--- config.mk ---
export PLATFORM = sky130hd
export DESIGN_NAME = settings_record_check_decode_top
export DESIGN_NICKNAME = d
export VERILOG_FILES = /design/src/rtl/srcd_pkg.sv /design/src/rtl/srcd_crc16.sv /design/src/rtl/srcd_rec_core.sv /design/src/rtl/settings_record_check_decode_top.sv
export SDC_FILE = /design/constraint.sdc
export NUM_CORES = 1
export LEC_CHECK = 0
export ABC_AREA = 1
export BUFFER_PORTS_ARGS = -buffer_cell sky130_fd_sc_hd__buf_2
export CAP_MARGIN = 20
export CELL_PAD_IN_SITES_DETAIL_PLACEMENT = 1
export CELL_PAD_IN_SITES_GLOBAL_PLACEMENT = 1
export CORE_AREA = 2 2 140 142
export CTS_CLUSTER_DIAMETER = 50
export CTS_CLUSTER_SIZE = 14
export DETAILED_ROUTE_END_ITERATION = 7
export DIE_AREA = 0 0 142 144
export PLACE_DENSITY_LB_ADDON = 0.12
export SLEW_MARGIN = 40
export SYNTH_ARGS = -nofsm -noshare
export SYNTH_HDL_FRONTEND = slang
export SYNTH_HIERARCHICAL = 1
export SYNTH_SLANG_ARGS = --single-unit
--- constraint.sdc ---
create_clock -name clk -period 7.9 [get_ports clk]
set_input_delay 0.395 -clock clk [delete_from_list [all_inputs] [get_ports clk]]
set_output_delay 0.395 -clock clk [all_outputs]
set_load 0.03 [all_outputs]
--- src/rtl/srcd_pkg.sv ---
// Shared types, constants and helper functions for the settings record
// check and decode block. No dependencies.
package srcd_pkg;

  localparam int unsigned BYTE_W = 8;
  localparam int unsigned POS_W  = 5;
  localparam int unsigned CRC_W  = 16;
  localparam int unsigned OUT_TDATA_W = 80;

  // Byte positions inside the 24-byte record
  localparam logic [POS_W-1:0] POS_MAGIC0  = 5'd0;
  localparam logic [POS_W-1:0] POS_MAGIC1  = 5'd1;
  localparam logic [POS_W-1:0] POS_MAGIC2  = 5'd2;
  localparam logic [POS_W-1:0] POS_MAGIC3  = 5'd3;
  localparam logic [POS_W-1:0] POS_VERSION = 5'd4;
  localparam logic [POS_W-1:0] POS_SIZE    = 5'd5;
  localparam logic [POS_W-1:0] POS_SEQ0    = 5'd6;
  localparam logic [POS_W-1:0] POS_SEQ1    = 5'd7;
  localparam logic [POS_W-1:0] POS_SEQ2    = 5'd8;
  localparam logic [POS_W-1:0] POS_SEQ3    = 5'd9;
  localparam logic [POS_W-1:0] POS_FLAGS   = 5'd10;
  localparam logic [POS_W-1:0] POS_YEAR    = 5'd11;
  localparam logic [POS_W-1:0] POS_MONTH   = 5'd12;
  localparam logic [POS_W-1:0] POS_DAY     = 5'd13;
  localparam logic [POS_W-1:0] POS_STEPS0  = 5'd14;
  localparam logic [POS_W-1:0] POS_STEPS1  = 5'd15;
  localparam logic [POS_W-1:0] POS_CRC_END = 5'd21;
  localparam logic [POS_W-1:0] POS_CRC_LO  = 5'd21;
  localparam logic [POS_W-1:0] POS_CRC_HI  = 5'd22;
  localparam logic [POS_W-1:0] POS_COMMIT  = 5'd23;

  localparam logic [BYTE_W-1:0] MAGIC_B0    = 8'h55;
  localparam logic [BYTE_W-1:0] MAGIC_B1    = 8'h53;
  localparam logic [BYTE_W-1:0] MAGIC_B2    = 8'h52;
  localparam logic [BYTE_W-1:0] MAGIC_B3    = 8'h31;
  localparam logic [BYTE_W-1:0] REC_VERSION = 8'h01;
  localparam logic [BYTE_W-1:0] REC_LEN     = 8'd24;
  localparam logic [BYTE_W-1:0] COMMIT_BYTE = 8'hA5;
  localparam logic [BYTE_W-1:0] FLAG_KNOWN  = 8'h03;

  localparam logic [CRC_W-1:0] CRC_INIT = 16'hFFFF;
  localparam logic [CRC_W-1:0] CRC_POLY = 16'h1021;

  localparam logic [BYTE_W-1:0] MONTH_FEB = 8'd2;
  localparam logic [BYTE_W-1:0] MONTH_DEC = 8'd12;

  // One record word presented to the decode core
  typedef struct packed {
    logic              en;
    logic              start;
    logic [BYTE_W-1:0] data;
  } srcd_step_t;

  typedef struct packed {
    logic        ok;
    logic        wrist_wake;
    logic        app_sync;
    logic [7:0]  year;
    logic [7:0]  month;
    logic [7:0]  day;
    logic [15:0] steps;
    logic [31:0] sequence_no;
  } srcd_result_t;

  function automatic logic [BYTE_W-1:0] month_len(input logic [BYTE_W-1:0] m);
    logic [BYTE_W-1:0] len;
    case (m)
      8'd1, 8'd3, 8'd5, 8'd7, 8'd8, 8'd10, 8'd12: len = 8'd31;
      8'd4, 8'd6, 8'd9, 8'd11:                    len = 8'd30;
      8'd2:                                       len = 8'd28;
      default:                                    len = 8'd0;
    endcase
    return len;
  endfunction

  function automatic logic date_ok(input logic [BYTE_W-1:0] y,
                                   input logic [BYTE_W-1:0] m,
                                   input logic [BYTE_W-1:0] d);
    logic [BYTE_W-1:0] maxd;
    maxd = month_len(m);
    if (m == MONTH_FEB && y[1:0] == 2'b00) begin
      maxd = 8'd29;
    end
    return (m != '0) && (m <= MONTH_DEC) && (d != '0) && (d <= maxd);
  endfunction

endpackage

--- src/rtl/srcd_crc16.sv ---
// Byte-wide CRC16-CCITT update, MSB first, polynomial from srcd_pkg.
// Depends on srcd_pkg.
module srcd_crc16
  import srcd_pkg::*;
(
  input  logic [CRC_W-1:0]  crc_in,
  input  logic [BYTE_W-1:0] data_in,
  output logic [CRC_W-1:0]  crc_out
);

  always_comb begin
    logic [CRC_W-1:0] c;
    c = crc_in ^ {data_in, {(CRC_W-BYTE_W){1'b0}}};
    for (int i = 0; i < BYTE_W; i++) begin
      if (c[CRC_W-1]) begin
        c = {c[CRC_W-2:0], 1'b0} ^ CRC_POLY;
      end else begin
        c = {c[CRC_W-2:0], 1'b0};
      end
    end
    crc_out = c;
  end

endmodule

--- src/rtl/srcd_rec_core.sv ---
// Record state: byte position, running CRC, captured fields and final checks.
// Depends on srcd_pkg and srcd_crc16.
module srcd_rec_core
  import srcd_pkg::*;
(
  input  logic         clk,
  input  logic         rst_n,
  input  srcd_step_t   step,
  output logic         res_valid,
  output srcd_result_t res
);

  logic [POS_W-1:0]  pos_r, pos_nxt;
  logic [CRC_W-1:0]  crc_r, crc_nxt;
  logic              hdr_r, hdr_nxt;
  logic [7:0]        flags_r, flags_nxt;
  logic [7:0]        year_r, year_nxt;
  logic [7:0]        month_r, month_nxt;
  logic [7:0]        day_r, day_nxt;
  logic [15:0]       steps_r, steps_nxt;
  logic [31:0]       seq_r, seq_nxt;
  logic [CRC_W-1:0]  scrc_r, scrc_nxt;

  logic [POS_W-1:0]  pos;
  logic [CRC_W-1:0]  crc_base, crc_upd;
  logic              hdr_base;
  logic              ok;

  assign pos      = step.start ? POS_MAGIC0 : pos_r;
  assign crc_base = (pos == POS_MAGIC0) ? CRC_INIT : crc_r;
  assign hdr_base = (pos == POS_MAGIC0) ? 1'b1 : hdr_r;

  srcd_crc16 u_crc (
    .crc_in  (crc_base),
    .data_in (step.data),
    .crc_out (crc_upd)
  );

  always_comb begin
    crc_nxt   = (pos < POS_CRC_END) ? crc_upd : crc_base;
    hdr_nxt   = hdr_base;
    flags_nxt = flags_r;
    year_nxt  = year_r;
    month_nxt = month_r;
    day_nxt   = day_r;
    steps_nxt = steps_r;
    seq_nxt   = seq_r;
    scrc_nxt  = scrc_r;
    pos_nxt   = (pos == POS_COMMIT) ? POS_MAGIC0 : pos + 5'd1;
    case (pos)
      POS_MAGIC0:  hdr_nxt = hdr_base & (step.data == MAGIC_B0);
      POS_MAGIC1:  hdr_nxt = hdr_base & (step.data == MAGIC_B1);
      POS_MAGIC2:  hdr_nxt = hdr_base & (step.data == MAGIC_B2);
      POS_MAGIC3:  hdr_nxt = hdr_base & (step.data == MAGIC_B3);
      POS_VERSION: hdr_nxt = hdr_base & (step.data == REC_VERSION);
      POS_SIZE:    hdr_nxt = hdr_base & (step.data == REC_LEN);
      POS_SEQ0:    seq_nxt = {24'd0, step.data};
      POS_SEQ1:    seq_nxt = seq_r | {16'd0, step.data, 8'd0};
      POS_SEQ2:    seq_nxt = seq_r | {8'd0, step.data, 16'd0};
      POS_SEQ3:    seq_nxt = seq_r | {step.data, 24'd0};
      POS_FLAGS:   flags_nxt = step.data;
      POS_YEAR:    year_nxt = step.data;
      POS_MONTH:   month_nxt = step.data;
      POS_DAY:     day_nxt = step.data;
      POS_STEPS0:  steps_nxt = {8'd0, step.data};
      POS_STEPS1:  steps_nxt = steps_r | {step.data, 8'd0};
      POS_CRC_LO:  scrc_nxt = {8'd0, step.data};
      POS_CRC_HI:  scrc_nxt = scrc_r | {step.data, 8'd0};
      default:     ;
    endcase
  end

  // Final checks on the commit byte; fields are already captured
  assign res_valid = (pos == POS_COMMIT);
  assign ok = hdr_base && (step.data == COMMIT_BYTE) && (scrc_r == crc_base) &&
              ((flags_r & ~FLAG_KNOWN) == '0) && date_ok(year_r, month_r, day_r);

  always_comb begin
    res = '0;
    if (ok) begin
      res.ok          = 1'b1;
      res.wrist_wake  = flags_r[0];
      res.app_sync    = flags_r[1];
      res.year        = year_r;
      res.month       = month_r;
      res.day         = day_r;
      res.steps       = steps_r;
      res.sequence_no = seq_r;
    end
  end

  always_ff @(posedge clk) begin
    if (!rst_n) begin
      pos_r   <= POS_MAGIC0;
      crc_r   <= CRC_INIT;
      hdr_r   <= 1'b1;
      flags_r <= '0;
      year_r  <= '0;
      month_r <= '0;
      day_r   <= '0;
      steps_r <= '0;
      seq_r   <= '0;
      scrc_r  <= '0;
    end else if (step.en) begin
      pos_r   <= pos_nxt;
      crc_r   <= crc_nxt;
      hdr_r   <= hdr_nxt;
      flags_r <= flags_nxt;
      year_r  <= year_nxt;
      month_r <= month_nxt;
      day_r   <= day_nxt;
      steps_r <= steps_nxt;
      seq_r   <= seq_nxt;
      scrc_r  <= scrc_nxt;
    end
  end

endmodule

--- src/rtl/settings_record_check_decode_top.sv ---
// Settings record check and decode, top level: input word register, record
// core and result register. Depends on srcd_pkg and srcd_rec_core.
// Byte 23 is held in the input register, and the core's byte-wide CRC update and checks
// place the result word in the result register, which drives out_tvalid.
// Throughput: one record byte per cycle while no result waits in a blocked result
// register. Reset (rst_n, synchronous, active low): position 0, CRC 0xFFFF, both registers empty.
module settings_record_check_decode_top
  import srcd_pkg::*;
(
  input  logic                   clk,
  input  logic                   rst_n,
  input  logic                   in_tvalid,
  output logic                   in_tready,
  input  logic [BYTE_W-1:0]      in_tdata,   // [7:0] rec_byte
  input  logic                   in_tuser,   // [0] record_start
  output logic                   out_tvalid,
  input  logic                   out_tready,
  // [0] record_ok, [1] wrist_wake, [2] app_sync, [10:3] rec_year,
  // [18:11] rec_month, [26:19] rec_day, [42:27] step_count,
  // [74:43] record_sequence, [79:75] zero
  output logic [OUT_TDATA_W-1:0] out_tdata
);

  // Input word register
  logic              in_valid_r;
  logic [BYTE_W-1:0] in_byte_r;
  logic              in_start_r;

  // Result register
  logic              out_valid_r;
  srcd_result_t      out_res_r;

  srcd_step_t        step;
  logic              core_res_valid;
  srcd_result_t      core_res;
  logic              out_free;
  logic              step_en;

  // The result slot frees up when empty or being drained this cycle
  assign out_free = !out_valid_r || out_tready;
  // Advance the held word unless it produces a result that has nowhere to go
  assign step_en  = in_valid_r && (!core_res_valid || out_free);
  assign in_tready = !in_valid_r || step_en;

  assign step.en    = step_en;
  assign step.start = in_start_r;
  assign step.data  = in_byte_r;

  srcd_rec_core u_core (
    .clk       (clk),
    .rst_n     (rst_n),
    .step      (step),
    .res_valid (core_res_valid),
    .res       (core_res)
  );

  // Hold the accepted word until the core consumes it
  always_ff @(posedge clk) begin
    if (!rst_n) begin
      in_valid_r <= 1'b0;
    end else if (in_tvalid && in_tready) begin
      in_valid_r <= 1'b1;
    end else if (step_en) begin
      in_valid_r <= 1'b0;
    end
  end

  always_ff @(posedge clk) begin
    if (in_tvalid && in_tready) begin
      in_byte_r  <= in_tdata;
      in_start_r <= in_tuser;
    end
  end

  // Load a result on the commit byte, drop it once taken
  always_ff @(posedge clk) begin
    if (!rst_n) begin
      out_valid_r <= 1'b0;
    end else if (step_en && core_res_valid) begin
      out_valid_r <= 1'b1;
    end else if (out_tready) begin
      out_valid_r <= 1'b0;
    end
  end

  always_ff @(posedge clk) begin
    if (step_en && core_res_valid) begin
      out_res_r <= core_res;
    end
  end

  assign out_tvalid = out_valid_r;
  assign out_tdata  = {5'd0,
                       out_res_r.sequence_no,
                       out_res_r.steps,
                       out_res_r.day,
                       out_res_r.month,
                       out_res_r.year,
                       out_res_r.app_sync,
                       out_res_r.wrist_wake,
                       out_res_r.ok};

  // A held word only stalls behind a full, blocked result register
  a_stall_cause: assert property (@(posedge clk) disable iff (!rst_n)
    (in_valid_r && !step_en) |-> (core_res_valid && out_valid_r && !out_tready))
    else $error("input word stalled without a blocked result");

  // A result computed this cycle is presented next cycle
  a_res_loaded: assert property (@(posedge clk) disable iff (!rst_n)
    (step_en && core_res_valid) |=> out_valid_r)
    else $error("result lost on the way to the output register");

  // A rejected record carries all-zero fields
  a_reject_zero: assert property (@(posedge clk) disable iff (!rst_n)
    (out_valid_r && !out_res_r.ok) |-> (out_tdata[79:1] == '0))
    else $error("rejected record with nonzero fields");

  // An accepted record always has a real month and day
  a_ok_date: assert property (@(posedge clk) disable iff (!rst_n)
    (out_valid_r && out_res_r.ok) |->
      (out_res_r.month != '0 && out_res_r.month <= MONTH_DEC && out_res_r.day != '0))
    else $error("accepted record with invalid date");

endmodule
==> impl_metrics.env, run 1 <==
export IMPL_routedWlPerCell_um=16.9
export IMPL_highest_layer="met4"
export IMPL_rsz0062_at_grt="no"
export IMPL_cts_sinks=207
export IMPL_crit_required_ns=8.28
export IMPL_maxSlewViolCount=0
export IMPL_fmax_ghz=0.237
export IMPL_wl_mm=23.7
export IMPL_endpoint_kind="flip-flop"
export IMPL_htree_levels=1
export IMPL_p_comb_share_pct=5.0
export IMPL_die_area_um2=20400
export IMPL_yosysTopAreaCell="edfxtp_1"
export IMPL_detail_route_antenna_nets=0
export IMPL_gp_congestion=0.935
export IMPL_synth_edf_count=84
export IMPL_hold_path_class="input port to flip-flop"
export IMPL_power_share_switching_pct=23.5
export IMPL_dieWidth_um=142
export IMPL_cts_root_buffer="clkbuf_16"
export IMPL_route_detailed_drc=0
export IMPL_insertion_delay_ns=0.52
export IMPL_core_area_um2=19100
export IMPL_max_slew_margin_rel_pct=45.9
export IMPL_tightestPinTransition_ns=0.806
export IMPL_arrival_ns=4.60
export IMPL_yosys_warnings=6
export IMPL_m1WireLength_mm=11.0
export IMPL_p_leak_nw=4.56
export IMPL_ys_seq_elements=207
export IMPL_grt_max_degree=76
export IMPL_post_dp_hpwl_mm=15.9
export IMPL_ys_types=38
export IMPL_yosysTopAreaCellShare_pct=28.1
export IMPL_cts_tree="yes"
export IMPL_ys_seq_area_share_pct=55.4
export IMPL_io_pins=95
export IMPL_area_delta_synth_final_pct=15.7
export IMPL_cts_repair_resized=0
export IMPL_cts_buffers=24
export IMPL_diodes=0
export IMPL_rows=51
export IMPL_fin_ws_ns=3.69
export IMPL_nNetsFinal=1170
export IMPL_syn_area_per_cell_um2=8.42
export IMPL_finalHoldViolations=0
export IMPL_firstDrtPassIters=4
export IMPL_clkTransAtPathRegs_ns=0.06
export IMPL_ys_flop_type="dfxtp_1"
export IMPL_portBuffers=89
export IMPL_vias=7341
export IMPL_fin_area_um2=10400
export IMPL_setup_viol=0
export IMPL_syn_area_um2=8990
export IMPL_final_core_util_pct=54.5
export IMPL_pwr_share_seq_pct=47.8
export IMPL_yosys_top_cells_count="nand2_1 (197), inv_1 (156), dfxtp_1 (123), a21oi_1 (108), nor2_1 (105)"
export IMPL_postPlaceCellArea_um2=9580
export IMPL_path_class="flip-flop to flip-flop"
export IMPL_drt_iter0_drc=406
export IMPL_grt_pass1_vias=7238
export IMPL_grt_pass1_wl_mm=37.9
export IMPL_grt_usage_pct=23.3
export IMPL_critPathLaunchType="flip-flop"
export IMPL_timing_setup_tns_ns=0
export IMPL_finClkSkew_ns=0.00970
export IMPL_start_util_pct=47.1
export IMPL_yosysMostFrequentCell="nand2_1"
export IMPL_timing_hold_ws_ns=0.0420
export IMPL_internal_power_w=0.00181
export IMPL_clockBufferDepth=3
export IMPL_dp_slack_ns=3.11
export IMPL_grt_ovfl_total=0
export IMPL_status="finished, final reports clean"
export IMPL_cts_hold_buf=0
export IMPL_drive_gt1_share_pct=16.5
export IMPL_crit_fanout=31
export IMPL_syn_inst=1068
export IMPL_route_met3_wl_um=860
export IMPL_peakVddDrop_v=0.000147
export IMPL_ys_top_cells_by_area="edfxtp_1 (28%), dfxtp_1 (27%), nand2_1 (8.2%)"
export IMPL_power_switching_w=0.000554
export IMPL_finalCritPeriodShare_pct=53.3
export IMPL_power_frac_clock_pct=47.2
export IMPL_antenna_found_initial=0
export IMPL_power_density_nw_per_um2=227
export IMPL_async_reset_ff_share_pct=0
export IMPL_post_cts_buffers=0
export IMPL_min_period_ns=4.21
export IMPL_chipHeight_um=144
export IMPL_wl_met2_mm=11.4
export IMPL_cap_viol_max_count=0
export IMPL_viasPerCell=5.22
==> stage by stage <==
stage	std cells	power, W
2_1_floorplan	1078	0.00123
3_3_place_gp	1361	0.00127
3_5_place_dp	1361	0.00127
4_1_cts	1405	0.00238
5_1_grt	1405	0.00244
6_report	1405	0.00236
==> placed cells by master, fill, tap and decap left out, drive strengths merged <==
cell / n
nand3b: 1
xor2: 10
o21a: 1
o22ai: 1
a31oi: 1
a21oi: 109
ha: 8
bufinv: 2
nand4: 5
o21ai: 95
nor2: 125
nand3: 38
edfxtp: 84
xnor2: 4
buf: 96
nor3: 10
conb: 12
clkinv: 13
inv: 161
a21boi: 1
dfxtp: 123
o21bai: 2
clkinvlp: 3
or2: 3
o211ai: 2
nand2: 216
clkbuf: 29
o221ai: 12
==> area by class of cell <==
cell class / instances / area, µm²
tap: 238 / 298
clock inverter: 15 / 158
fill: 2281 / 8680
multi-input combinational: 656 / 3190
inverter: 164 / 616
timing repair buffer: 96 / 505
sequential: 207 / 4980
clock buffer: 29 / 649
==> worst max-delay path, stage by stage (launching register included) <==
cell	delay, ns
edfxtp_1	0.35
inv_2	0.10
nand2_1	0.15
inv_1	0.09
ha_1	0.26
inv_1	0.09
nor3_1	0.10
inv_1	0.09
o21ai_0	0.10
inv_2	0.38
clkinv_1	0.65
nor2_1	0.45
nand3_1	0.52
nand2_2	0.60
a21oi_1	0.10
==> final timing paths <==
check                                 startpoint          endpoint  slack, ns  cells past startpoint
worst min-delay path                 in_tdata[7]      in_byte_r[7]       0.04                      1
worst max register to register        in_start_r  u_core/seq_r[16]       3.69                     14
worst max-delay path                  in_start_r  u_core/seq_r[16]       3.69                     14
worst min register to register  u_core/seq_r[30]  u_core/seq_r[30]       0.46                      2
==> cells by family (layout without fill, tap and decap cells) <==
kind of cell	Yosys count	in the layout	share of synthesized area, %
AO/OA/AOI/OAI	224	224	13.2
XOR/XNOR	14	14	1.36
adder cells (fa/ha/maj)	8	8	1.11
buffers and inverters	215	304	9.81
flip-flops	207	207	55.4
other	2	12	0.0835
AND/OR/NAND/NOR	398	398	19.0
==> power groups by stage <==
stage	Sequential (W)	Combinational [W]	Clock (W)
2_1_floorplan	0.00115	0.0000889	0
3_5_place_dp	0.00115	0.000117	0
4_1_cts	0.00113	0.000118	0.00114
3_3_place_gp	0.00115	0.000114	0
6_report	0.00113	0.000118	0.00111
5_1_grt	0.00113	0.000133	0.00118
==> registers in the layout, indices dropped and copies added (netlist names), 5 cells and up, named ones only <==
signal and flops:
u_core/month_r 8, u_core/steps_r 16, out_tdata 75, u_core/pos_r 5, u_core/crc_r 16, u_core/year_r 8
u_core/flags_r 8, u_core/day_r 8, u_core/seq_r 32, u_core/scrc_r 16, in_byte_r 8
==> layer usage <==
metal | global-route usage (%) | vias up
met5 | 0 | -
met4 | 6.00 | 0
met3 | 3.08 | 40
met2 | 39.9 | 133
met1 | 31.2 | 3582
li1 | - | 3586
(Power assumes the default switching activity.)
==> run 2: changes to the inputs <==
Settings changed: CORE_AREA 2 2 140 142 to 2 2 146 148, DIE_AREA 0 0 142 144 to 0 0 148 150.
Clock period 7.9 ns to 3.88 ns, I/O delays scaled along.
==> run 2 against run 1 <==
  * Fmax increased by 29%
  * Sequential share of layout area is 2.0 points lower
  * Sequential power rose by 100%
  * Via count hardly changed
  * Global-route usage fell by 1.5 points
  * Clock power is 140% higher
  * Clock skew grew 0.0096 ns
  * Largest cell class unchanged
==> impl_metrics.env, run 2 (same netlist as run 1, synthesis figures left out) <==
export IMPL_vias=7338
export IMPL_crit_required_ns=4.28
export IMPL_diodes=0
export IMPL_grt_pass1_wl_mm=38.3
export IMPL_finClkSkew_ns=0.0193
export IMPL_largest_register_ff_count=75
export IMPL_nNetsFinal=1200
export IMPL_p_leak_nw=4.78
export IMPL_critPathTopFamily="buffers and inverters"
export IMPL_cap_viol_max_count=0
export IMPL_fillers=2510
export IMPL_rows=53
export IMPL_path_class="flip-flop to flip-flop"
export IMPL_htree_levels=1
export IMPL_grt_pass1_vias=7213
export IMPL_power_density_nw_per_um2=484
export IMPL_cts_root_buffer="clkbuf_16"
export IMPL_cts_sinks=207
export IMPL_cts_repair_resized=0
export IMPL_cts_buffers=27
export IMPL_chipHeight_um=150
export IMPL_timing_hold_ws_ns=0.0722
export IMPL_min_period_ns=3.26
export IMPL_drt_iter0_drc=373
export IMPL_setup_viol=0
export IMPL_rsz0062_at_grt="no"
export IMPL_firstDrtPassIters=4
export IMPL_status="finished, final reports clean"
export IMPL_clockBufferDepth=3
export IMPL_gp_congestion=0.910
export IMPL_core_area_um2=20700
export IMPL_tightestPinTransition_ns=0.739
export IMPL_multi_input_area_um2=3180
export IMPL_cts_tree="yes"
export IMPL_wl_mm=24.1
export IMPL_dieWidth_um=148
export IMPL_portBuffers=89
export IMPL_fin_area_um2=10900
export IMPL_start_util_pct=43.5
export IMPL_critPathLaunchType="flip-flop"
export IMPL_grt_usage_pct=21.7
export IMPL_clkTransAtPathRegs_ns=0.05
export IMPL_io_pins=95
export IMPL_finalHoldViolations=0
export IMPL_area_delta_synth_final_pct=20.8
export IMPL_final_cell_mix="nand2_1 (196), inv_1 (155), dfxtp_1 (123)"
export IMPL_viasPerCell=4.98
export IMPL_timing_setup_tns_ns=0
export IMPL_path_cells="inv_2 -> nand2_1 -> inv_1 -> ha_1 -> inv_1 -> nor3_1 -> buf_4 -> inv_1 -> o21ai_0 -> inv_1 -> clkinv_1 -> nor2_1 -> nand2_1 -> inv_1 -> nand2_1 -> nand3_1 -> nand2_1 -> inv_1 -> o21ai_0 -> o21ai_0"
export IMPL_grt_ovfl_total=0
export IMPL_fmax_ghz=0.307
export IMPL_post_dp_hpwl_mm=16.5
export IMPL_route_detailed_drc=0
export IMPL_detail_route_antenna_nets=0
export IMPL_final_common_cell="nand2_1"
export IMPL_crit_fanout=11
export IMPL_slowest_stage="edfxtp_1"
export IMPL_endpoint_kind="flip-flop"
export IMPL_max_slew_margin_rel_pct=50.7
export IMPL_maxSlewViolCount=0
export IMPL_grt_max_degree=65
export IMPL_crit_top_cell="inv_1"
export IMPL_finalCritPeriodShare_pct=83.9
export IMPL_routedWlPerCell_um=16.4
export IMPL_cp_num_buf_inv=9
export IMPL_crit_path_max_incr_delay_ns=0.39
export IMPL_peakVddDrop_v=0.000401
export IMPL_hold_path_class="input port to flip-flop"
export IMPL_seqCellArea_um2=4980
export IMPL_antenna_found_initial=0
export IMPL_insertion_delay_ns=0.54
export IMPL_arrival_ns=3.65
export IMPL_postPlaceCellArea_um2=9770
export IMPL_drive_gt1_share_pct=17.7
export IMPL_die_area_um2=22200
==> run 2: changes by cell type in the layout (fill, tap and decap cells not counted), sizes merged <==
cell / previous run / this run
inv: 161 / 164
dlygate4sd3: 0 / 11
clkbuf: 29 / 28
clkinvlp: 3 / 2
buf: 96 / 112
bufinv: 2 / 6
==> run 2: area by class of cell <==
class                      instances  share of cell area (%)
multi-input combinational        656                    29.3
sequential                       207                    45.9
clock inverter                    21                    2.68
timing repair buffer             123                    7.05
inverter                         164                    5.68
tap                              275                    3.17
clock buffer                      28                    6.26
==> run 2: path summary, 6_finish.rpt <==
path / from / end / slack [ns] / depth (start not counted)
hold / removal: out_tready / out_tvalid / 0.07 / 6
hold reg to reg: u_core/seq_r[24] / u_core/seq_r[24] / 0.46 / 2
setup / recovery: in_start_r / flip-flop / 0.62 / 20
setup reg to reg: in_start_r / flip-flop / 0.62 / 20
==> run 2: timing repair <==
action	4_1_cts	5_1_grt
endpoints found under the hold margin	10	0
hold buffers	11	0
setup buffers	0	0
==> run 2: through the flow <==
step	total power, W	utilization [%]	setup WS [ns]	std cells
3_3_place_gp	0.00260	47.2	0.863	1414
5_1_grt	0.00542	52.5	0.211	1474
4_1_cts	0.00531	52.4	0.552	1474
3_5_place_dp	0.00260	47.2	0.653	1414
2_1_floorplan	0.00251	-	0.478	1078
6_report	0.00525	52.5	0.623	1474
==> run 2: worst register-to-register path, stage by stage (launching register included) <==
cell and delay, ns:
edfxtp_1 0.39, inv_2 0.17, nand2_1 0.15, inv_1 0.13, ha_1 0.26, inv_1 0.08, nor3_1 0.19, buf_4 0.16
inv_1 0.05, o21ai_0 0.15, inv_1 0.07, clkinv_1 0.16, nor2_1 0.07, nand2_1 0.15, inv_1 0.18, nand2_1 0.10
nand3_1 0.13, nand2_1 0.15, inv_1 0.05, o21ai_0 0.21, o21ai_0 0.14
==> run 2: power breakdown <==
group / internal [W] / switching, W
clock: 0.00169 / 0.000999
combinational: 0.0000817 / 0.000198
sequential: 0.00227 / 0.0000132
==> run 2: layer usage <==
layer  wire length, µm  vias to the layer above  GRT usage, %
met4               412                        0          4.62
met2             11400                      131          37.4
li1                  -                     3643             -
met5                 0                        -             0
met3               949                       31          2.96
met1             11300                     3533          29.4
